--- src/hdl/bls_pkg.sv ---
// Shared types and constants for the Bresenham line stepper.
// No dependencies; imported by bls_line_setup and bresenham_line_stepper_core.
`default_nettype none

package bls_pkg;

    localparam int COORD_BITS_DEF = 12;
    localparam int DEC_EXTRA_BITS = 4;

    typedef enum logic {
        FUNC_LOAD = 1'b0,
        FUNC_STEP = 1'b1
    } t_func;

    typedef struct packed {
        logic x_dir_neg;
        logic y_dir_neg;
        logic steep;
    } t_line_flags;

endpackage

`default_nettype wire

--- src/hdl/bls_line_setup.sv ---
// Line setup: absolute deltas, step directions, major axis, initial decision.
// Combinational only. Depends on bls_pkg.
`default_nettype none

module bls_line_setup #(
    parameter int COORD_BITS = bls_pkg::COORD_BITS_DEF,
    parameter int DEC_W      = bls_pkg::COORD_BITS_DEF + bls_pkg::DEC_EXTRA_BITS
) (
    input  wire logic [COORD_BITS-1:0] i_x_start,
    input  wire logic [COORD_BITS-1:0] i_y_start,
    input  wire logic [COORD_BITS-1:0] i_x_end,
    input  wire logic [COORD_BITS-1:0] i_y_end,
    output logic      [COORD_BITS-1:0] o_delta_x,
    output logic      [COORD_BITS-1:0] o_delta_y,
    output bls_pkg::t_line_flags       o_flags,
    output logic      [DEC_W-1:0]      o_dec_init,
    output logic      [COORD_BITS-1:0] o_steps_init
);
    import bls_pkg::*;

    logic [COORD_BITS:0]   w_dx;
    logic [COORD_BITS:0]   w_dy;
    logic [COORD_BITS:0]   w_dx_mag;
    logic [COORD_BITS:0]   w_dy_mag;
    logic                  w_steep;
    logic [COORD_BITS-1:0] w_major;
    logic [COORD_BITS-1:0] w_minor;

    // sign-extended differences, one bit wider than a coordinate
    assign w_dx = {i_x_end[COORD_BITS-1], i_x_end} - {i_x_start[COORD_BITS-1], i_x_start};
    assign w_dy = {i_y_end[COORD_BITS-1], i_y_end} - {i_y_start[COORD_BITS-1], i_y_start};

    assign w_dx_mag = w_dx[COORD_BITS] ? (~w_dx + 1'b1) : w_dx;
    assign w_dy_mag = w_dy[COORD_BITS] ? (~w_dy + 1'b1) : w_dy;

    assign o_delta_x = w_dx_mag[COORD_BITS-1:0];
    assign o_delta_y = w_dy_mag[COORD_BITS-1:0];

    // ties go to x as the major axis
    assign w_steep = o_delta_x < o_delta_y;
    assign w_major = w_steep ? o_delta_y : o_delta_x;
    assign w_minor = w_steep ? o_delta_x : o_delta_y;

    assign o_flags.x_dir_neg = w_dx[COORD_BITS];
    assign o_flags.y_dir_neg = w_dy[COORD_BITS];
    assign o_flags.steep     = w_steep;

    // 2*minor - major
    assign o_dec_init = {{(DEC_W-COORD_BITS-1){1'b0}}, w_minor, 1'b0}
                      - {{(DEC_W-COORD_BITS){1'b0}}, w_major};

    assign o_steps_init = w_major;

endmodule

`default_nettype wire

--- src/hdl/bresenham_line_stepper_core.sv ---
// Top level of the Bresenham line stepper: stream ports, line state, output register.
// Depends on bls_pkg and bls_line_setup.
`default_nettype none

// The core takes one item per clock unless stalled and returns exactly one point
// per item, registered in the cycle after the transfer. A load (tuser = 0) latches
// both endpoints and returns the start point; each step (tuser = 1) returns the
// next pixel of the line, with tlast on the end point. A step with no line active
// returns an all-zero item with the valid flag (output tuser) low. The line state
// is updated on each transfer, which keeps the rate of one item per clock; the
// input is ready whenever the output register is empty or being drained.
module bresenham_line_stepper_core #(
    parameter int COORD_BITS = bls_pkg::COORD_BITS_DEF,
    localparam int IN_DATA_W  = ((4 * COORD_BITS + 7) / 8) * 8,
    localparam int OUT_DATA_W = ((2 * COORD_BITS + 7) / 8) * 8
) (
    input  wire logic                  i_clk,
    input  wire logic                  i_rst_n,
    input  wire logic                  i_s_axis_tvalid,
    output logic                       o_s_axis_tready,
    // x_start, y_start, x_end, y_end (lowest bits first), zero padded
    input  wire logic [IN_DATA_W-1:0]  i_s_axis_tdata,
    // func
    input  wire logic [0:0]            i_s_axis_tuser,
    output logic                       o_m_axis_tvalid,
    input  wire logic                  i_m_axis_tready,
    // point_x, point_y (lowest bits first), zero padded
    output logic      [OUT_DATA_W-1:0] o_m_axis_tdata,
    // point_valid
    output logic      [0:0]            o_m_axis_tuser,
    // last_point
    output logic                       o_m_axis_tlast
);
    import bls_pkg::*;

    localparam int DEC_W = COORD_BITS + DEC_EXTRA_BITS;

    logic                  w_accept;
    logic [COORD_BITS-1:0] w_x_start;
    logic [COORD_BITS-1:0] w_y_start;
    logic [COORD_BITS-1:0] w_x_end;
    logic [COORD_BITS-1:0] w_y_end;

    logic [COORD_BITS-1:0] w_set_dx;
    logic [COORD_BITS-1:0] w_set_dy;
    t_line_flags           w_set_flags;
    logic [DEC_W-1:0]      w_set_dec;
    logic [COORD_BITS-1:0] w_set_steps;

    logic [COORD_BITS-1:0] r_cur_x, n_cur_x;
    logic [COORD_BITS-1:0] r_cur_y, n_cur_y;
    logic [DEC_W-1:0]      r_dec, n_dec;
    logic [COORD_BITS-1:0] r_delta_x, n_delta_x;
    logic [COORD_BITS-1:0] r_delta_y, n_delta_y;
    t_line_flags           r_flags, n_flags;
    logic [COORD_BITS-1:0] r_steps, n_steps;
    logic                  r_active, n_active;

    logic                  r_m_valid;
    logic [COORD_BITS-1:0] r_pt_x, n_pt_x;
    logic [COORD_BITS-1:0] r_pt_y, n_pt_y;
    logic                  r_pt_valid, n_pt_valid;
    logic                  r_pt_last, n_pt_last;

    logic [COORD_BITS-1:0] w_major;
    logic [COORD_BITS-1:0] w_minor;
    logic                  w_dec_pos;
    logic                  w_x_move;
    logic                  w_y_move;
    logic [COORD_BITS-1:0] w_step_x;
    logic [COORD_BITS-1:0] w_step_y;
    logic [DEC_W-1:0]      w_step_dec;
    logic [COORD_BITS-1:0] w_step_steps;
    logic                  w_step_last;

    assign o_s_axis_tready = !r_m_valid || i_m_axis_tready;
    assign w_accept        = i_s_axis_tvalid && o_s_axis_tready;

    assign w_x_start = i_s_axis_tdata[0*COORD_BITS +: COORD_BITS];
    assign w_y_start = i_s_axis_tdata[1*COORD_BITS +: COORD_BITS];
    assign w_x_end   = i_s_axis_tdata[2*COORD_BITS +: COORD_BITS];
    assign w_y_end   = i_s_axis_tdata[3*COORD_BITS +: COORD_BITS];

    bls_line_setup #(
        .COORD_BITS (COORD_BITS),
        .DEC_W      (DEC_W)
    ) u_setup (
        .i_x_start    (w_x_start),
        .i_y_start    (w_y_start),
        .i_x_end      (w_x_end),
        .i_y_end      (w_y_end),
        .o_delta_x    (w_set_dx),
        .o_delta_y    (w_set_dy),
        .o_flags      (w_set_flags),
        .o_dec_init   (w_set_dec),
        .o_steps_init (w_set_steps)
    );

    // one step along the active line
    assign w_major   = r_flags.steep ? r_delta_y : r_delta_x;
    assign w_minor   = r_flags.steep ? r_delta_x : r_delta_y;
    assign w_dec_pos = !r_dec[DEC_W-1] && (r_dec != '0);
    assign w_x_move  = !r_flags.steep || w_dec_pos;
    assign w_y_move  = r_flags.steep || w_dec_pos;

    assign w_step_x = w_x_move ? (r_flags.x_dir_neg ? r_cur_x - 1'b1 : r_cur_x + 1'b1)
                               : r_cur_x;
    assign w_step_y = w_y_move ? (r_flags.y_dir_neg ? r_cur_y - 1'b1 : r_cur_y + 1'b1)
                               : r_cur_y;

    assign w_step_dec = r_dec
                      + {{(DEC_W-COORD_BITS-1){1'b0}}, w_minor, 1'b0}
                      - (w_dec_pos ? {{(DEC_W-COORD_BITS-1){1'b0}}, w_major, 1'b0}
                                   : {DEC_W{1'b0}});

    assign w_step_steps = r_steps - 1'b1;
    assign w_step_last  = (w_step_steps == '0);

    always_comb begin
        n_cur_x    = r_cur_x;
        n_cur_y    = r_cur_y;
        n_dec      = r_dec;
        n_delta_x  = r_delta_x;
        n_delta_y  = r_delta_y;
        n_flags    = r_flags;
        n_steps    = r_steps;
        n_active   = r_active;
        n_pt_x     = '0;
        n_pt_y     = '0;
        n_pt_valid = 1'b0;
        n_pt_last  = 1'b0;
        unique case (t_func'(i_s_axis_tuser[0]))
            FUNC_LOAD: begin
                n_cur_x    = w_x_start;
                n_cur_y    = w_y_start;
                n_dec      = w_set_dec;
                n_delta_x  = w_set_dx;
                n_delta_y  = w_set_dy;
                n_flags    = w_set_flags;
                n_steps    = w_set_steps;
                n_active   = (w_set_steps != '0);
                n_pt_x     = w_x_start;
                n_pt_y     = w_y_start;
                n_pt_valid = 1'b1;
                n_pt_last  = (w_set_steps == '0);
            end
            FUNC_STEP: begin
                if (r_active) begin
                    n_cur_x    = w_step_x;
                    n_cur_y    = w_step_y;
                    n_dec      = w_step_dec;
                    n_steps    = w_step_steps;
                    n_active   = !w_step_last;
                    n_pt_x     = w_step_x;
                    n_pt_y     = w_step_y;
                    n_pt_valid = 1'b1;
                    n_pt_last  = w_step_last;
                end
            end
            default: begin
                n_active = r_active;
            end
        endcase
    end

    // line state
    always_ff @(posedge i_clk) begin
        if (!i_rst_n) begin
            r_active <= 1'b0;
            r_steps  <= '0;
        end else if (w_accept) begin
            r_active <= n_active;
            r_steps  <= n_steps;
        end
    end

    always_ff @(posedge i_clk) begin
        if (w_accept) begin
            r_cur_x   <= n_cur_x;
            r_cur_y   <= n_cur_y;
            r_dec     <= n_dec;
            r_delta_x <= n_delta_x;
            r_delta_y <= n_delta_y;
            r_flags   <= n_flags;
        end
    end

    // output register
    always_ff @(posedge i_clk) begin
        if (!i_rst_n) begin
            r_m_valid <= 1'b0;
        end else if (w_accept) begin
            r_m_valid <= 1'b1;
        end else if (i_m_axis_tready) begin
            r_m_valid <= 1'b0;
        end
    end

    always_ff @(posedge i_clk) begin
        if (w_accept) begin
            r_pt_x     <= n_pt_x;
            r_pt_y     <= n_pt_y;
            r_pt_valid <= n_pt_valid;
            r_pt_last  <= n_pt_last;
        end
    end

    assign o_m_axis_tvalid = r_m_valid;
    assign o_m_axis_tdata  = OUT_DATA_W'({r_pt_y, r_pt_x});
    assign o_m_axis_tuser  = r_pt_valid;
    assign o_m_axis_tlast  = r_pt_last;

`ifndef SYNTHESIS
    a_active_has_steps: assert property (@(posedge i_clk) disable iff (!i_rst_n)
        r_active |-> (r_steps != '0))
        else $error("line active with no steps left");

    a_last_ends_line: assert property (@(posedge i_clk) disable iff (!i_rst_n)
        (r_m_valid && r_pt_valid && r_pt_last) |-> !r_active)
        else $error("end point shown while line still active");

    a_invalid_not_last: assert property (@(posedge i_clk) disable iff (!i_rst_n)
        (r_m_valid && !r_pt_valid) |-> (!r_pt_last && r_pt_x == '0 && r_pt_y == '0))
        else $error("idle step result carries a point");
`endif

endmodule

`default_nettype wire

--- config.mk ---
export PLATFORM = sky130hd
export DESIGN_NAME = bresenham_line_stepper_core
export DESIGN_NICKNAME = d
export VERILOG_FILES = /design/src/hdl/bls_pkg.sv /design/src/hdl/bls_line_setup.sv /design/src/hdl/bresenham_line_stepper_core.sv
export SDC_FILE = /design/constraint.sdc
export NUM_CORES = 1
export LEC_CHECK = 0
export BUFFER_PORTS_ARGS = -buffer_cell sky130_fd_sc_hd__buf_4
export CORE_MARGIN = 8
export CORE_UTILIZATION = 62
export DETAILED_ROUTE_END_ITERATION = 6
export PLACE_DENSITY = 0.82
export SLEW_MARGIN = 20
export SYNTH_ARGS = -nofsm -noshare
export SYNTH_HDL_FRONTEND = slang
export SYNTH_SLANG_ARGS = --single-unit
--- constraint.sdc ---
create_clock -name i_clk -period 11 [get_ports i_clk]
set_input_delay 2.2 -clock i_clk [delete_from_list [all_inputs] [get_ports i_clk]]
set_output_delay 2.2 -clock i_clk [all_outputs]
set_load 0.005 [all_outputs]
==> impl_metrics.yaml <==
outcome:
  status: "complete, no violations"
critical_path:
  critPathMostFrequentCell: "a21oi_1"
  r2r_start: "r_dec[14]"
  crit_type: "in2reg"
  r2r-end: "r_dec[15]"
  end_kind: "flop"
  cp.arrival_ns: 9.52
  critPathCapture: "r_dec[12]"
  crit_start: "i_s_axis_tdata[12]"
  crit_cells: 34
  critical_path.slowest_cell: "a21oi_1"
  reg2regPathDepth: 21
  crit_fanout: 39
  path_delay_family: "compound AO/OA/AOI/OAI gates"
  start_kind: "input pin"
  required_ns: 11.09
  worst-path-buf-inv: 2
  worst_path_largest_cell_delay_ns: 0.63
  r2r_slack_ns: 5.85
clocking:
  cts-hold-fix-buffers: 0
  htreeDepth: 3
  clk_latency_ns: 0.37
  cts_tree: "built"
  cts_root_buf: "clkbuf_16"
  ctsResizeCount: 0
  cts_buffers: 9
  clock-sinks: 107
  postCtsSetupBuffers: 0
  path_clk_slew_ns: 0.07
  clockBufferDepth: 2
sta:
  timing.final.ws_setup_ns: 1.57
  clock_skew_ns: 0.0111
  slew_viol_final: 0
  final.min_clock_period_ns: 9.43
  finalSetupViolations: 0
  hold_viol: 0
  max_freq_mhz: 106
  slew_headroom_pct: 48.3
  period_share_pct: 85.7
  rsz0062_at_grt: "no"
  hold_ws_ns: 0.478
  finalSetupTns_ns: 0
  tightest_slew_ns: 0.775
route:
  vias: 8114
  wirelength_um: 23600
  wl_per_cell_um: 17.6
  first_pass_iters: 6
  via_per_inst: 6.06
  final_antenna_net_count: 0
  drc: 0
  drtIter0Drc: 696
worst_hold_path:
  hp-start: "r_steps[1]"
  min_path_type: "reg2reg"
  hold-path-cell-count: 2
floorplan:
  start_util_pct: 63.4
  die_y_um: 140
  dieArea_mm2: 0.0197
  io_pins: 81
  coreArea_mm2: 0.0151
  fp.dieW_um: 140
  core.rowCount: 45
logic_synthesis:
  async_reset_ff_share_pct: 0
  syn_inst: 1084
  ys_ff_latch: 107
  syn-num-nets: 1236
  netlist_area_mm2: 0.00961
  synth_edf_count: 93
  synth-main-ff-cell: "edfxtp_1"
  avgSynthCellArea_um2: 8.86
  yosysWarnings: 0
  synth_seq_area_share_pct: 32.0
  synth.distinct_cells: 82
global_routing:
  antenna_found_initial: 0
  grt_use_met1_pct: 31.9
  grt_start_max_net_pins: 69
  top_usage_layer: "met2"
  grtUsageMet3_pct: 3.43
  grt_pass1_wl_um: 39100
  grtUsageTotal_pct: 24.4
  use_met2_pct: 40.3
  grt_overflow: 0
  grt_pass1_vias: 7914
layout:
  fillers: 1177
  final_cells: 1339
  antenna_cells: 0
  final_cell_area_mm2: 0.0106
  final_util_pct: 70.0
  final_cell_mix: "120 x inv_1, 116 x nor2_1, 116 x a21oi_1"
  area_growth_pct: 10.3
  final_common_cell: "inv_1"
  drive_gt1_share_pct: 11.4
  regArea_mm2: 0.00307
  nets: 1298
  multi_input_area_mm2: 0.00588
place:
  place_hpwl_um: 18100
  io_buffers: 80
  place_congestion: 0.919
  post-place-cells: 1323
  pre_cts_ws_ns: 1.39
  placed_cell_area_mm2: 0.0103
pwr:
  power_per_cell_area_mw_per_mm2: 239
  peakVddDrop_mv: 0.114
  power_mw: 2.54
  p_leak_nw: 4.72
job:
  maxCapViolCount: 0
## state kept, by name, summed over array words and instances (netlist names), 3 cells and up
| name | flops |
|---|---|
| r_cur_x | 12 |
| r_cur_y | 12 |
| r_dec | 16 |
| r_delta_x | 12 |
| r_delta_y | 12 |
| r_flags | 3 |
| r_pt_x | 12 |
| r_pt_y | 12 |
| r_steps | 12 |
## kinds of logic after synthesis
group / count (synthesis) / share of synthesized area (%)
multiplexers: 47 / 5.00
XOR/XNOR: 76 / 7.01
buffers and inverters: 159 / 6.85
adder cells (fa/ha/maj): 100 / 14.4
flip-flops: 107 / 32.0
AND/OR/NAND/NOR: 306 / 15.6
AO/OA/AOI/OAI: 289 / 19.1
## worst min-delay path by stage
stage,endpoint,slack [ns]
floorplan,r_steps[1],0.44
global placement,r_steps[1],0.46
detailed placement,r_steps[1],0.47
CTS,r_steps[1],0.48
global route,r_steps[1],0.50
finish,r_steps[1],0.48
## worst register-to-register path, delay by kind of cell, from the launching register on
family                     cells  cell delay (ns)
DFF                            1             0.36
and+or+nand+nor                4             0.74
AOI/OAI and AO/OA             11             2.34
xor gates and xnor gates       1             0.16
buffers and inverters          2             0.16
adders and majority gates      3             1.12
## metal layers
| metal | vias up | routed length, um |
|---|---|---|
| met5 | - | 0 |
| met4 | 0 | 488 |
| met3 | 40 | 1410 |
| met2 | 276 | 11200 |
| met1 | 3826 | 10500 |
| li1 | 3972 | - |
## where the power goes
part           switching [mW]  internal (mW)
clock                   0.172          0.161
sequential             0.0445          0.553
combinational           0.948          0.657
total                    1.17           1.37
## area by class of cell
cell class | instances | area share (%)
Clock inverter | 7 | 0.626
Clock buffer | 9 | 2.13
Multi-Input combinational cell | 818 | 55.5
Timing Repair Buffer | 87 | 6.16
Sequential cell | 107 | 29.0
Inverter | 123 | 4.38
Tap cell | 188 | 2.22
## Yosys cell counts, types with 23 or more instances
cell | number | share of area [%]
and2_1 | 25 | 1.6
nor2_1 | 117 | 4.6
xnor2_1 | 45 | 4.1
inv_1 | 120 | 4.7
a21oi_1 | 116 | 6.0
clkbuf_1 | 23 | 0.90
ha_1 | 81 | 11
o21ai_0 | 48 | 2.5
edfxtp_1 | 93 | 29
mux2i_1 | 43 | 4.5
xor2_1 | 30 | 2.7
nand2_1 | 51 | 2.0
(Power assumes the default switching activity.)
